### config.mk
export PLATFORM = sky130hd
export DESIGN_NAME = sccb_register_master_top
export DESIGN_NICKNAME = d
export VERILOG_FILES = /design/src/sccb_pkg.sv /design/src/sccb_register_master_top.sv /design/src/sccb_front.sv /design/src/sccb_back.sv
export SDC_FILE = /design/constraint.sdc
export NUM_CORES = 1
export LEC_CHECK = 0
export ABC_AREA = 1
export BUFFER_PORTS_ARGS = -buffer_cell sky130_fd_sc_hd__buf_2
export CORE_MARGIN = 3
export CORE_UTILIZATION = 40
export CTS_CLUSTER_SIZE = 40
export DETAILED_ROUTE_END_ITERATION = 16
export GPL_TIMING_DRIVEN = 1
export HOLD_SLACK_MARGIN = 0.06
export PLACE_DENSITY = 0.6
export SETUP_SLACK_MARGIN = 0.1
export SLEW_MARGIN = 20
export SYNTH_ARGS = -nofsm -noshare
export SYNTH_HDL_FRONTEND = slang
export SYNTH_SLANG_ARGS = --single-unit
### constraint.sdc
create_clock -name clk -period 3.7 [get_ports clk]
set_input_delay 0.37 -clock clk [delete_from_list [all_inputs] [get_ports clk]]
set_output_delay 0.37 -clock clk [all_outputs]
set_load 0.02 [all_outputs]
### src/sccb_pkg.sv
// Shared types, constants and register indexes for the SCCB register master.
package sccb_pkg;

    localparam int DELAY_WIDTH_DEF = 8;
    localparam int QDEPTH          = 2;
    localparam int CFG_IDX_W       = 3;

    // configuration register indexes
    localparam logic [CFG_IDX_W-1:0] REG_DEV   = 3'd0;
    localparam logic [CFG_IDX_W-1:0] REG_START = 3'd1;
    localparam logic [CFG_IDX_W-1:0] REG_CLKLO = 3'd2;
    localparam logic [CFG_IDX_W-1:0] REG_CLKHI = 3'd3;
    localparam logic [CFG_IDX_W-1:0] REG_DHOLD = 3'd4;
    localparam logic [CFG_IDX_W-1:0] REG_STOP  = 3'd5;
    localparam logic [CFG_IDX_W-1:0] REG_FREE  = 3'd6;
    localparam logic [CFG_IDX_W-1:0] REG_SETUP = 3'd7;

    // reset values of the timing registers
    localparam logic [7:0] RST_DEV   = 8'd0;
    localparam logic [7:0] RST_START = 8'd4;
    localparam logic [7:0] RST_CLKLO = 8'd5;
    localparam logic [7:0] RST_CLKHI = 8'd4;
    localparam logic [7:0] RST_DHOLD = 8'd1;
    localparam logic [7:0] RST_STOP  = 8'd4;
    localparam logic [7:0] RST_FREE  = 8'd5;
    localparam logic [7:0] RST_SETUP = 8'd1;

    // status codes
    localparam logic [1:0] ST_OK      = 2'd0;
    localparam logic [1:0] ST_DEV_NAK = 2'd1;
    localparam logic [1:0] ST_REG_NAK = 2'd2;
    localparam logic [1:0] ST_DAT_NAK = 2'd3;

    typedef struct packed {
        logic       tick;
        logic       cmd_valid;
        logic       func;
        logic [7:0] reg_addr;
        logic [7:0] wr_data;
        logic       sda_in;
    } req_t;

    typedef struct packed {
        logic       scl;
        logic       sda_out;
        logic       sda_drive;
        logic       busy_res;
        logic       done_res;
        logic [1:0] status;
        logic [7:0] rd_data;
    } res_t;

    typedef struct packed {
        logic [7:0] device_address;
        logic [7:0] start_hold_ticks;
        logic [7:0] clock_low_ticks;
        logic [7:0] clock_high_ticks;
        logic [7:0] data_hold_ticks;
        logic [7:0] stop_hold_ticks;
        logic [7:0] bus_free_ticks;
        logic [7:0] low_setup_ticks;
    } cfg_t;

endpackage

### src/sccb_register_master_top.sv
// Top level of the SCCB register master: config registers, front queue, bus sequencer.
//
// Usage notes
// - Request channel (item_valid / item_stall / item): one request per step of
//   the sequencer. Each request carries the time tick, an optional
//   command (write or read of one sensor register) and the sampled SDA level.
// - Result channel (result_valid / result_stall / result): exactly one result
//   per request, in order, giving SCL, SDA drive, busy, done, status, rd_data.
// - Config channel (cfg_valid / cfg_ready / cfg_index / cfg_data): eight 8-bit
//   registers, device address then seven phase timings. cfg_ready is always
//   high; write only while no requests are in flight.
// - A request goes into the queue, then its result into the output register.
//   Throughput: one request per cycle unless result_stall holds a valid result;
//   each request is a single step of the sequencer's phase counter.
// - A two-entry queue sits between the front end and the sequencer; item_stall
//   rises only when it is full, i.e. once result_stall has held the output
//   register long enough to back requests up.
// - Stalled results hold steady in the output register.
// - Reset: bus released (SCL high, SDA not driven), sequencer idle, status ok,
//   timing registers at their defaults, queue and output register empty.
module sccb_register_master_top #(
    parameter int DELAY_WIDTH = sccb_pkg::DELAY_WIDTH_DEF
) (
    input  logic                            clk,
    input  logic                            rst_n,
    input  logic                            item_valid,
    output logic                            item_stall,
    input  sccb_pkg::req_t                  item,
    output logic                            result_valid,
    input  logic                            result_stall,
    output sccb_pkg::res_t                  result,
    input  logic                            cfg_valid,
    output logic                            cfg_ready,
    input  logic [sccb_pkg::CFG_IDX_W-1:0]  cfg_index,
    input  logic [7:0]                      cfg_data
);
    import sccb_pkg::*;

    cfg_t cfg_reg;
    logic head_valid;
    req_t head;
    logic pop;

    // config writes are never held off
    assign cfg_ready = 1'b1;

    always_ff @(posedge clk or negedge rst_n)
    begin
        if (!rst_n)
        begin
            cfg_reg.device_address   <= RST_DEV;
            cfg_reg.start_hold_ticks <= RST_START;
            cfg_reg.clock_low_ticks  <= RST_CLKLO;
            cfg_reg.clock_high_ticks <= RST_CLKHI;
            cfg_reg.data_hold_ticks  <= RST_DHOLD;
            cfg_reg.stop_hold_ticks  <= RST_STOP;
            cfg_reg.bus_free_ticks   <= RST_FREE;
            cfg_reg.low_setup_ticks  <= RST_SETUP;
        end
        else if (cfg_valid && cfg_ready)
        begin
            unique case (cfg_index)
                REG_DEV:   cfg_reg.device_address   <= cfg_data;
                REG_START: cfg_reg.start_hold_ticks <= cfg_data;
                REG_CLKLO: cfg_reg.clock_low_ticks  <= cfg_data;
                REG_CLKHI: cfg_reg.clock_high_ticks <= cfg_data;
                REG_DHOLD: cfg_reg.data_hold_ticks  <= cfg_data;
                REG_STOP:  cfg_reg.stop_hold_ticks  <= cfg_data;
                REG_FREE:  cfg_reg.bus_free_ticks   <= cfg_data;
                REG_SETUP: cfg_reg.low_setup_ticks  <= cfg_data;
                default:   cfg_reg.device_address   <= cfg_reg.device_address;
            endcase
        end
    end

    // front end: request queue
    sccb_front u_front (
        .clk        (clk),
        .rst_n      (rst_n),
        .item_valid (item_valid),
        .item_stall (item_stall),
        .item       (item),
        .head_valid (head_valid),
        .head       (head),
        .pop        (pop)
    );

    // back end: bus sequencer and result register
    sccb_back #(
        .DELAY_WIDTH (DELAY_WIDTH)
    ) u_back (
        .clk          (clk),
        .rst_n        (rst_n),
        .cfg          (cfg_reg),
        .head_valid   (head_valid),
        .head         (head),
        .pop          (pop),
        .result_valid (result_valid),
        .result_stall (result_stall),
        .result       (result)
    );

endmodule

### src/sccb_front.sv
// Front end: accepts requests and queues them for the bus sequencer.
module sccb_front (
    input  logic            clk,
    input  logic            rst_n,
    input  logic            item_valid,
    output logic            item_stall,
    input  sccb_pkg::req_t  item,
    output logic            head_valid,
    output sccb_pkg::req_t  head,
    input  logic            pop
);
    import sccb_pkg::*;

    localparam int PTR_W = (QDEPTH > 1) ? $clog2(QDEPTH) : 1;
    localparam int CNT_W = PTR_W + 1;

    req_t             q_mem [QDEPTH];
    logic [PTR_W-1:0] wr_ptr_reg, wr_ptr_next;
    logic [PTR_W-1:0] rd_ptr_reg, rd_ptr_next;
    logic [CNT_W-1:0] count_reg, count_next;
    logic             push;
    logic             do_pop;

    assign item_stall = (count_reg == CNT_W'(QDEPTH));
    assign push       = item_valid && !item_stall;
    assign head_valid = (count_reg != '0);
    assign head       = q_mem[rd_ptr_reg];
    assign do_pop     = pop && head_valid;

    always_comb
    begin
        wr_ptr_next = wr_ptr_reg;
        rd_ptr_next = rd_ptr_reg;
        count_next  = count_reg;
        if (push)
        begin
            wr_ptr_next = (wr_ptr_reg == PTR_W'(QDEPTH - 1)) ? '0 : wr_ptr_reg + 1'b1;
        end
        if (do_pop)
        begin
            rd_ptr_next = (rd_ptr_reg == PTR_W'(QDEPTH - 1)) ? '0 : rd_ptr_reg + 1'b1;
        end
        if (push && !do_pop)
        begin
            count_next = count_reg + 1'b1;
        end
        else if (do_pop && !push)
        begin
            count_next = count_reg - 1'b1;
        end
    end

    always_ff @(posedge clk or negedge rst_n)
    begin
        if (!rst_n)
        begin
            wr_ptr_reg <= '0;
            rd_ptr_reg <= '0;
            count_reg  <= '0;
        end
        else
        begin
            wr_ptr_reg <= wr_ptr_next;
            rd_ptr_reg <= rd_ptr_next;
            count_reg  <= count_next;
        end
    end

    always_ff @(posedge clk)
    begin
        if (push)
        begin
            q_mem[wr_ptr_reg] <= item;
        end
    end

endmodule

### src/sccb_back.sv
// Back end: SCCB bus sequencer, one step per request, with output register.
module sccb_back #(
    parameter int DELAY_WIDTH = sccb_pkg::DELAY_WIDTH_DEF
) (
    input  logic            clk,
    input  logic            rst_n,
    input  sccb_pkg::cfg_t  cfg,
    input  logic            head_valid,
    input  sccb_pkg::req_t  head,
    output logic            pop,
    output logic            result_valid,
    input  logic            result_stall,
    output sccb_pkg::res_t  result
);
    import sccb_pkg::*;

    localparam int CW = ((DELAY_WIDTH > 8) ? DELAY_WIDTH : 8) + 1;
    localparam logic [CW-1:0] DLY_MAX = CW'(1) << DELAY_WIDTH;

    localparam logic [3:0] PH_IDLE    = 4'd0;
    localparam logic [3:0] PH_S_HOLD  = 4'd1;
    localparam logic [3:0] PH_S_LOW   = 4'd2;
    localparam logic [3:0] PH_W_HOLD  = 4'd3;
    localparam logic [3:0] PH_W_SETUP = 4'd4;
    localparam logic [3:0] PH_W_HIGH  = 4'd5;
    localparam logic [3:0] PH_A_LOW   = 4'd6;
    localparam logic [3:0] PH_A_HIGH  = 4'd7;
    localparam logic [3:0] PH_R_LOW   = 4'd8;
    localparam logic [3:0] PH_R_HIGH  = 4'd9;
    localparam logic [3:0] PH_N_HOLD  = 4'd10;
    localparam logic [3:0] PH_N_SETUP = 4'd11;
    localparam logic [3:0] PH_N_HIGH  = 4'd12;
    localparam logic [3:0] PH_P_SETUP = 4'd13;
    localparam logic [3:0] PH_P_HOLD  = 4'd14;
    localparam logic [3:0] PH_P_FREE  = 4'd15;

    // byte stage of the transaction
    localparam logic [2:0] SG_DEV_WR = 3'd0;
    localparam logic [2:0] SG_REG    = 3'd1;
    localparam logic [2:0] SG_DATA   = 3'd2;
    localparam logic [2:0] SG_DEV_RD = 3'd3;
    localparam logic [2:0] SG_RD_END = 3'd4;

    logic [3:0]             phase_reg,   phase_next;
    logic [3:0]             bitcnt_reg,  bitcnt_next;
    logic [DELAY_WIDTH-1:0] dly_reg,     dly_next;
    logic [7:0]             tx_reg,      tx_next;
    logic [7:0]             rx_reg,      rx_next;
    logic                   isrd_reg,    isrd_next;
    logic [7:0]             addr_reg,    addr_next;
    logic [7:0]             wdat_reg,    wdat_next;
    logic [1:0]             err_reg,     err_next;
    logic                   scl_reg,     scl_next;
    logic                   sda_reg,     sda_next;
    logic                   sdaen_reg,   sdaen_next;
    logic [2:0]             stage_reg,   stage_next;
    logic [1:0]             last_reg,    last_next;
    logic                   rvalid_reg,  rvalid_next;
    res_t                   res_reg,     res_next;

    logic [7:0]    tgt_raw;
    logic [CW-1:0] tgt;
    logic [CW-1:0] cnt_plus;
    logic [3:0]    bit_inc;
    logic          done;

    assign pop          = head_valid && (!rvalid_reg || !result_stall);
    assign result_valid = rvalid_reg;
    assign result       = res_reg;

    // delay target of the current phase
    always_comb
    begin
        unique case (phase_reg)
            PH_S_HOLD, PH_W_HOLD, PH_N_HOLD:             tgt_raw = cfg.data_hold_ticks;
            PH_S_LOW:                                    tgt_raw = cfg.start_hold_ticks;
            PH_W_SETUP, PH_N_SETUP, PH_P_SETUP:          tgt_raw = cfg.low_setup_ticks;
            PH_W_HIGH, PH_A_HIGH, PH_R_HIGH, PH_N_HIGH:  tgt_raw = cfg.clock_high_ticks;
            PH_A_LOW, PH_R_LOW:                          tgt_raw = cfg.clock_low_ticks;
            PH_P_HOLD:                                   tgt_raw = cfg.stop_hold_ticks;
            PH_P_FREE:                                   tgt_raw = cfg.bus_free_ticks;
            default:                                     tgt_raw = 8'd1;
        endcase
    end

    always_comb
    begin
        tgt = (tgt_raw == 8'd0) ? CW'(1) : CW'(tgt_raw);
        if (tgt > DLY_MAX)
        begin
            tgt = DLY_MAX;
        end
        cnt_plus = CW'(dly_reg) + CW'(1);
        bit_inc  = bitcnt_reg + 4'd1;
    end

    always_comb
    begin
        phase_next  = phase_reg;
        bitcnt_next = bitcnt_reg;
        dly_next    = dly_reg;
        tx_next     = tx_reg;
        rx_next     = rx_reg;
        isrd_next   = isrd_reg;
        addr_next   = addr_reg;
        wdat_next   = wdat_reg;
        err_next    = err_reg;
        scl_next    = scl_reg;
        sda_next    = sda_reg;
        sdaen_next  = sdaen_reg;
        stage_next  = stage_reg;
        last_next   = last_reg;
        done        = 1'b0;

        if (phase_reg == PH_IDLE)
        begin
            if (head.cmd_valid)
            begin
                isrd_next  = head.func;
                addr_next  = head.reg_addr;
                wdat_next  = head.wr_data;
                err_next   = ST_OK;
                rx_next    = 8'd0;
                stage_next = SG_DEV_WR;
                dly_next   = '0;
                scl_next   = 1'b1;
                sdaen_next = 1'b1;
                sda_next   = 1'b1;
                phase_next = PH_S_HOLD;
            end
        end
        else if (head.tick)
        begin
            if (cnt_plus >= tgt)
            begin
                dly_next = '0;
                unique case (phase_reg)
                    PH_S_HOLD:
                    begin
                        scl_next   = 1'b1;
                        sda_next   = 1'b0;
                        phase_next = PH_S_LOW;
                    end
                    PH_S_LOW:
                    begin
                        scl_next    = 1'b0;
                        tx_next     = (stage_reg == SG_DEV_RD)
                                    ? (cfg.device_address | 8'h01)
                                    : (cfg.device_address & 8'hfe);
                        bitcnt_next = 4'd0;
                        sdaen_next  = 1'b1;
                        phase_next  = PH_W_HOLD;
                    end
                    PH_W_HOLD:
                    begin
                        sda_next   = tx_reg[7];
                        phase_next = PH_W_SETUP;
                    end
                    PH_W_SETUP:
                    begin
                        scl_next   = 1'b1;
                        phase_next = PH_W_HIGH;
                    end
                    PH_W_HIGH:
                    begin
                        scl_next    = 1'b0;
                        tx_next     = {tx_reg[6:0], 1'b0};
                        bitcnt_next = bit_inc;
                        if (bit_inc >= 4'd8)
                        begin
                            sdaen_next = 1'b0;
                            sda_next   = 1'b1;
                            phase_next = PH_A_LOW;
                        end
                        else
                        begin
                            phase_next = PH_W_HOLD;
                        end
                    end
                    PH_A_LOW:
                    begin
                        scl_next   = 1'b1;
                        phase_next = PH_A_HIGH;
                    end
                    PH_A_HIGH:
                    begin
                        scl_next = 1'b0;
                        if (head.sda_in)
                        begin
                            // slave NACK: report the failing byte and stop
                            err_next   = (stage_reg == SG_REG)  ? ST_REG_NAK :
                                         (stage_reg == SG_DATA) ? ST_DAT_NAK : ST_DEV_NAK;
                            sdaen_next = 1'b1;
                            sda_next   = 1'b0;
                            phase_next = PH_P_SETUP;
                        end
                        else if (stage_reg == SG_DEV_WR)
                        begin
                            stage_next  = SG_REG;
                            tx_next     = addr_reg;
                            bitcnt_next = 4'd0;
                            sdaen_next  = 1'b1;
                            phase_next  = PH_W_HOLD;
                        end
                        else if (stage_reg == SG_REG)
                        begin
                            if (isrd_reg)
                            begin
                                stage_next = SG_DEV_RD;
                                sdaen_next = 1'b1;
                                sda_next   = 1'b0;
                                phase_next = PH_P_SETUP;
                            end
                            else
                            begin
                                stage_next  = SG_DATA;
                                tx_next     = wdat_reg;
                                bitcnt_next = 4'd0;
                                sdaen_next  = 1'b1;
                                phase_next  = PH_W_HOLD;
                            end
                        end
                        else if (stage_reg == SG_DEV_RD)
                        begin
                            rx_next     = 8'd0;
                            bitcnt_next = 4'd0;
                            sdaen_next  = 1'b0;
                            phase_next  = PH_R_LOW;
                        end
                        else
                        begin
                            sdaen_next = 1'b1;
                            sda_next   = 1'b0;
                            phase_next = PH_P_SETUP;
                        end
                    end
                    PH_R_LOW:
                    begin
                        scl_next   = 1'b1;
                        phase_next = PH_R_HIGH;
                    end
                    PH_R_HIGH:
                    begin
                        rx_next     = {rx_reg[6:0], head.sda_in};
                        scl_next    = 1'b0;
                        bitcnt_next = bit_inc;
                        if (bit_inc >= 4'd8)
                        begin
                            sdaen_next = 1'b1;
                            phase_next = PH_N_HOLD;
                        end
                        else
                        begin
                            phase_next = PH_R_LOW;
                        end
                    end
                    PH_N_HOLD:
                    begin
                        sda_next   = 1'b1;
                        phase_next = PH_N_SETUP;
                    end
                    PH_N_SETUP:
                    begin
                        scl_next   = 1'b1;
                        phase_next = PH_N_HIGH;
                    end
                    PH_N_HIGH:
                    begin
                        scl_next   = 1'b0;
                        stage_next = SG_RD_END;
                        sdaen_next = 1'b1;
                        sda_next   = 1'b0;
                        phase_next = PH_P_SETUP;
                    end
                    PH_P_SETUP:
                    begin
                        scl_next   = 1'b1;
                        phase_next = PH_P_HOLD;
                    end
                    PH_P_HOLD:
                    begin
                        sda_next   = 1'b1;
                        phase_next = PH_P_FREE;
                    end
                    PH_P_FREE:
                    begin
                        if (stage_reg == SG_DEV_RD && err_reg == ST_OK)
                        begin
                            // new start for the read address after the stop
                            sdaen_next = 1'b1;
                            sda_next   = 1'b1;
                            phase_next = PH_S_HOLD;
                        end
                        else
                        begin
                            phase_next = PH_IDLE;
                            sdaen_next = 1'b0;
                            sda_next   = 1'b1;
                            last_next  = err_reg;
                        end
                    end
                    default:
                    begin
                        phase_next = PH_IDLE;
                        sdaen_next = 1'b0;
                        sda_next   = 1'b1;
                        last_next  = err_reg;
                    end
                endcase
                done = (phase_next == PH_IDLE);
            end
            else
            begin
                dly_next = cnt_plus[DELAY_WIDTH-1:0];
            end
        end
    end

    always_comb
    begin
        res_next.scl       = scl_next;
        res_next.sda_out   = sda_next;
        res_next.sda_drive = sdaen_next;
        res_next.busy_res  = (phase_next != PH_IDLE);
        res_next.done_res  = done;
        res_next.status    = (phase_next == PH_IDLE) ? last_next : ST_OK;
        res_next.rd_data   = (done && isrd_next && err_next == ST_OK) ? rx_next : 8'd0;
        rvalid_next        = pop ? 1'b1 : (rvalid_reg && result_stall);
    end

    always_ff @(posedge clk or negedge rst_n)
    begin
        if (!rst_n)
        begin
            phase_reg  <= PH_IDLE;
            bitcnt_reg <= 4'd0;
            dly_reg    <= '0;
            tx_reg     <= 8'd0;
            rx_reg     <= 8'd0;
            isrd_reg   <= 1'b0;
            addr_reg   <= 8'd0;
            wdat_reg   <= 8'd0;
            err_reg    <= ST_OK;
            scl_reg    <= 1'b1;
            sda_reg    <= 1'b1;
            sdaen_reg  <= 1'b0;
            stage_reg  <= SG_DEV_WR;
            last_reg   <= ST_OK;
            rvalid_reg <= 1'b0;
        end
        else
        begin
            rvalid_reg <= rvalid_next;
            if (pop)
            begin
                phase_reg  <= phase_next;
                bitcnt_reg <= bitcnt_next;
                dly_reg    <= dly_next;
                tx_reg     <= tx_next;
                rx_reg     <= rx_next;
                isrd_reg   <= isrd_next;
                addr_reg   <= addr_next;
                wdat_reg   <= wdat_next;
                err_reg    <= err_next;
                scl_reg    <= scl_next;
                sda_reg    <= sda_next;
                sdaen_reg  <= sdaen_next;
                stage_reg  <= stage_next;
                last_reg   <= last_next;
            end
        end
    end

    always_ff @(posedge clk)
    begin
        if (pop)
        begin
            res_reg <= res_next;
        end
    end

endmodule
==> results of run 1 <==
-- metal layers --
metal / wire, um / share of wire (%) / vias to the layer above / global-route usage, %
li1: - / - / 3509 / -
met1: 9710 / 47 / 3295 / 25.1
met4: 227 / 1.1 / 0 / 4.12
met5: 0 / 0 / - / 0
met3: 1050 / 5.1 / 19 / 2.93
met2: 9640 / 47 / 165 / 28.0
-- cells in the mapped netlist (all sizes together) (10+ instances only) --
| cell | count |
|---|---|
| a21oi | 25 |
| a31oi | 18 |
| buf | 13 |
| clkbuf | 19 |
| dfrtp | 116 |
| dfstp | 11 |
| edfxtp | 55 |
| ha | 11 |
| inv | 85 |
| nand2 | 324 |
| nand3 | 43 |
| nand4 | 22 |
| nor2 | 98 |
| nor3 | 10 |
| o21ai | 117 |
-- final cells by class --
cell class / count / area, um^2 / share of cell area, %
flip-flops and latches: 182 / 4850 / 47.9
multi-input cells: 715 / 3510 / 34.6
repair buffers: 79 / 479 / 4.73
clock buffers: 17 / 425 / 4.20
well taps: 275 / 344 / 3.40
inverters: 86 / 323 / 3.19
clock inverters: 15 / 203 / 2.00
-- where the power goes --
part	internal (mW)	switching [mW]	total, mW
logic	1.11	2.34	3.46
registers	2.69	0.345	3.04
clock network	0.984	0.895	1.88
-- logic make-up after synthesis --
family                     count (synthesis)
AOI/OAI and AO/OA                        189
xor gates and xnor gates                   9
adders and majority gates                 11
buffers and inverters                    118
DFF                                      182
muxes                                      1
other                                      1
and+or+nand+nor                          504
-- through the flow --
| step | utilization, % | total power [mW] | setup WS, ps | instance area (um^2) |
|---|---|---|---|---|
| after detailed placement | 44.2 | 6.30 | 25.6 | 9370 |
| after global routing | 47.7 | 8.96 | 93.0 | 10100 |
| after floorplan | - | 5.35 | 720 | 8740 |
| after CTS | 47.1 | 8.21 | 89.6 | 10000 |
| final | 47.7 | 8.37 | 301 | 10100 |
| after global placement | 44.2 | 6.28 | 122 | 9370 |
-- path summary, 6_finish.rpt --
kind,from,to,slack [ps],cells past startpoint
max,u_back.phase_reg[0],u_back.result[8],300,23
min,rst_n,cfg_reg[15],30,1
max reg2reg,u_back.phase_reg[0],u_back.result[8],300,23
min reg2reg,cfg_reg[63],cfg_reg[63],490,2
max in group asynchronous,rst_n,u_back.sda_reg,2770,2
min in group clk,item[4],u_front.q_mem[1][4],120,1
-- worst reg2reg max path, delay by kind of cell (launching register included) --
kind,cells,cell delay [ps]
flip-flops,1,420
AO/OA/AOI/OAI,3,390
buffers and inverters,5,710
AND/OR/NAND/NOR,14,1370
adder cells (fa/ha/maj),1,280
-- timing repair --
action | in CTS | in global routing
pin swaps | 0 | 2
buffers inserted | 0 | 5
gates resized for setup | 1 | 27
setup endpoints to repair | 7 | 52
hold buffers | 0 | 0
==> flow_summary_export.csv, run 1 <==
group,metric,value,unit
synth,synth-simple-area-share,24.1,%
synth,synth_xor_xnor_area_share,0.902,%
worst_setup_path,worst_path_max_delay_cell,"dfrtp_2",
final_layout,num-fill-cells,2071,
synth,synth_top_family_by_area,"simple AND/OR/NAND/NOR gates",
floorplanning,core.rowCount,53,
worst_setup_path,arrival,3580,ps
route,via_per_inst,5.10,
worst_setup_path,crit_chain,"buf_2 > buf_4 > nand2_1 > a21oi_1 > buf_4 > nand2_1 > nand3_1 > a211oi_1 > buf_4 > nand2_1 > nor2_1 > nand2_1 > nand2_1 > ha_1 > nand2_1 > nor3_2 > nand2_1 > nand3_4 > nand4_1 > nand2_1 > inv_1 > a21oi_1 > nor2_1",
pwr,ir_worst_vdd,371,uV
timing,grt_setup_unrepaired,"no",
outcome,status,"finished clean",
flow_run,cap_violations,0,
floorplanning,die_w,154,um
timing,fmax,294,MHz
final_layout,layout.cells.non_filler,1369,
synth,async_flop_share,69.8,%
timing,period_share,91.9,%
clock_tree,clk-insertion-delay-late,430,ps
synth,synth_area,8740,um^2
final_layout,antenna_cells,0,
synth,synthCells,1015,
synth,syn-mean-instance-area,8.61,um^2
clock_tree,cts_root_buf,"clkbuf_16",
worst_setup_path,worstPathMaxFanout,8,
floorplanning,die_h,154,um
synth,synthesis.nets,1062,
synth,synth_fa_ha_area_share,1.57,%
synth,ys_seq_area_share,55.4,%
worst_setup_path,cp_common_cell,"nand2_1",
placed_design,io_buffers,52,
synth,synth_area_leader_cell,"dfrtp_1",
synth,synth.area.top_cells,"dfrtp_1, edfxtp_1, nand2_1, o21ai_0, nor2_1",
worst_setup_path,crit_path_end_kind,"register",
timing,slew_headroom,42.6,%
final_layout,final_cell_mix,"nand2_1, dfrtp_1, o21ai_0",
timing,tightest_slew,860,ps
synth,synth_compound_area_share,12.4,%
synth,ys_types,47,
timing,finClkSkew,13.7,ps
final_layout,largest_register_ffs,63,
placed_design,routabilityCongestion,0.937,
global_route,grt_use_total,17.5,%
route,antenna_left,0,
global_route,antenna_found_initial,0,
synth,ys.flop_type,"dfrtp_1",
placed_design,hpwl,14400,um
worst_setup_path,cp.required,3880,ps
worst_setup_path,crit_type,"reg2reg",
timing,whs,33.6,ps
clock_tree,tritoncts,"yes",
final_layout,layout-drive-gt1-share,15.6,%
worst_setup_path,critPathTopFamily,"simple AND/OR/NAND/NOR gates",
clock_tree,htree_num_levels,4,
final_layout,area_growth,15.9,%
global_route,grt_max_degree,67,
route,dr.pass1.iters,5,
route,first_iter_violations,730,
final_layout,nNetsFinal,1128,
floorplanning,coreArea,21200,um^2
timing,setup_violations,0,
floorplanning,io_pins,54,
route,drc_errors,0,
final_layout,layout_commonest_cell,"nand2_1",
clock_tree,cts.sinks,182,
timing,final.min_clock_period,3400,ps
pwr,pwr_density_cell,827,nW/um^2
placed_design,dp.cells,1332,
worst_setup_path,start_kind,"register",
synth,netlist.area_leader.share,33.2,%
clock_tree,cts_buffer_depth,2,
route,vias,6988,
clock_tree,clk_pin_slew_worst_paths,80,ps
floorplanning,fp.dieArea,23700,um^2
worst_setup_path,crit_buf_inv,5,
global_route,first_global_vias,6499,
synth,synth_edf_count,55,
synth,synth-seq-cells,182,
clock_tree,cts_buffers,17,
pwr,cellLeakagePower,4.65,nW
global_route,grt_pass1_wl,33900,um
route,wl_per_cell,15.1,um
synth,yosys_warnings,0,
global_route,grt.overflow.total,0,
timing,hold_viol_final,0,
hold_path,hold_class,"in2async",
synth,synthMuxAreaShare,0.115,%
route,routed_wl,20600,um
floorplanning,initial_core_util,41.2,%
timing,finalMaxSlewViolations,0,
worst_setup_path,cpPeakStageDelay,420,ps
timing,setup_tns,0,ps
No activity file was read; power rests on OpenSTA's default activity.
==> run 2: changes to the inputs <==
Clock period 3.7 ns to 3.5 ns, I/O delays scaled along.
==> flow_summary_export.csv, run 2 (synthesis gave the netlist of run 1 again) <==
group,metric,value,unit
floorplanning,core.rowCount,53,
clock_tree,clk_pin_slew_worst_paths,80,ps
pwr,cellLeakagePower,4.88,nW
timing,tightest_slew,848,ps
worst_setup_path,worstPathMaxFanout,8,
clock_tree,cts_buffers,17,
timing,fmax,302,MHz
floorplanning,coreArea,21200,um^2
timing,grt_setup_unrepaired,"yes",
route,vias,7150,
route,antenna_left,0,
pwr,ir_worst_vdd,403,uV
placed_design,io_buffers,52,
flow_run,cap_violations,0,
route,drc_errors,0,
route,routed_wl,21600,um
final_layout,num-fill-cells,2035,
timing,hold_viol_final,0,
global_route,grt_use_total,18.2,%
pwr,swShare,42.6,%
timing,period_share,94.5,%
floorplanning,die_h,154,um
final_layout,antenna_cells,0,
route,dr.pass1.iters,5,
final_layout,multi_input_area,3720,um^2
pwr,total_power,9.72,mW
final_layout,final_cell_mix,"nand2_1, dfrtp_1, o21ai_0",
timing,finClkSkew,11.3,ps
timing,setup_tns,0,ps
hold_path,hold_class,"in2reg",
global_route,antenna_found_initial,0,
pwr,pwr_density_cell,915,nW/um^2
final_layout,ff_latch_area,4850,um^2
placed_design,postPlaceCellArea,9500,um^2
clock_tree,cts_root_buf,"clkbuf_16",
worst_setup_path,cpPeakStageDelay,450,ps
timing,final.min_clock_period,3310,ps
worst_setup_path,crit_type,"reg2reg",
final_layout,largest_register_ffs,63,
timing,setup_violations,0,
worst_setup_path,crit_chain,"inv_2 > nor2_4 > nand2_1 > a21oi_1 > buf_4 > buf_4 > a22o_1 > a211oi_1 > nand2_2 > ha_4 > nand2_2 > nor3_2 > nand2_2 > nand3_4 > nand4_1 > nor2_2 > nand3_2 > buf_12 > nor2_1",
clock_tree,htree_num_levels,4,
worst_setup_path,cp_common_cell,"nand2_2",
global_route,first_global_vias,6746,
pwr,clock_power_share,20.1,%
floorplanning,io_pins,54,
worst_setup_path,cp.required,3800,ps
timing,finalMaxSlewViolations,0,
worst_setup_path,start_kind,"register",
route,via_per_inst,5.10,
placed_design,routabilityCongestion,0.895,
floorplanning,initial_core_util,41.2,%
clock_tree,tritoncts,"yes",
floorplanning,fp.dieArea,23700,um^2
final_layout,nNetsFinal,1160,
global_route,grt.overflow.total,0,
worst_setup_path,worst_path_max_delay_cell,"dfrtp_1",
pwr,seq_power_share,33.2,%
outcome,status,"finished clean",
floorplanning,die_w,154,um
final_layout,design_area,10600,um^2
placed_design,hpwl,14700,um
pwr,switchingPower,4.14,mW
clock_tree,clk-insertion-delay-late,440,ps
final_layout,layout-drive-gt1-share,21.8,%
timing,slew_headroom,42.9,%
pwr,pwr-share-comb,46.7,%
clock_tree,cts_buffer_depth,2,
route,first_iter_violations,445,
worst_setup_path,arrival,3610,ps
global_route,grt_max_degree,66,
worst_setup_path,crit_path_end_kind,"register",
final_layout,layout_commonest_cell,"nand2_1",
clock_tree,cts.sinks,182,
final_layout,area_growth,21.5,%
pwr,internal_power,5.58,mW
global_route,grt_pass1_wl,34700,um
route,wl_per_cell,15.4,um
## run 2: repair_timing
| action | CTS | global route |
|---|---|---|
| cloned | 0 | 4 |
| buffers inserted | 0 | 17 |
| gates resized for setup | 9 | 79 |
| hold endpoints to repair | 57 | 0 |
| pin swaps | 0 | 21 |
| setup endpoints to repair | 25 | 47 |
| hold buffers | 1 | 0 |
## run 2: path summary, 6_finish.rpt
| kind | startpoint | to | slack (ps) | cells past startpoint |
|---|---|---|---|---|
| worst max register to register | u_back.phase_reg[1] | u_back.result[6] | 190 | 19 |
| worst min register to register | u_back.last_reg[1] | u_back.last_reg[1] | 490 | 2 |
| min in group asynchronous | rst_n | cfg_reg[61] | 560 | 2 |
| worst min-delay path | item[11] | u_front.q_mem[1][11] | 90 | 1 |
| worst max-delay path | u_back.phase_reg[1] | u_back.result[6] | 190 | 19 |
| max in group asynchronous | rst_n | u_back.sda_reg | 2090 | 3 |
## run 2: power by group through the flow
stage / Combinational (mW) / Sequential (mW) / Clock (mW)
finish: 4.54 / 3.22 / 1.96
floorplan: 2.45 / 3.20 / 0
global placement: 3.54 / 3.22 / 0
detailed placement: 3.55 / 3.23 / 0
global route: 5.03 / 3.29 / 2.09
CTS: 3.62 / 3.19 / 2.00
## run 2: cell type report
| cell class | count | area share [%] |
|---|---|---|
| sequential | 182 | 45.7 |
| multi-input combinational | 718 | 35.1 |
| timing repair buffer | 108 | 7.12 |
| clock buffer | 17 | 4.01 |
| tap | 275 | 3.24 |
| inverter | 86 | 3.06 |
| clock inverter | 15 | 1.85 |
## run 2: critical path: cells and delay by family (launching register included)
kind	cells	cell delay (ps)
adders and majority gates	1	270
AOI/OAI and AO/OA	3	490
DFF	1	450
buffers and inverters	4	620
and+or+nand+nor	11	1310
## run 2: metrics by stage
step           cells  hold slack [ps]  util (%)  worst slack, ps
6_report        1401             91.4      50.0              194
5_1_grt         1401             73.7      50.0            -7.13
4_1_cts         1380             72.0      47.9              117
3_5_place_dp    1347              470      44.7            -66.0
3_3_place_gp    1347              465      44.7            -36.1
2_1_floorplan   1015             54.4         -              520
## run 2: per-layer routing
metal | GRT usage, % | wire length [um]
met1 | 25.5 | 10100
met2 | 29.0 | 10200
met3 | 3.55 | 1000
met4 | 5.09 | 319
met5 | 0 | 0
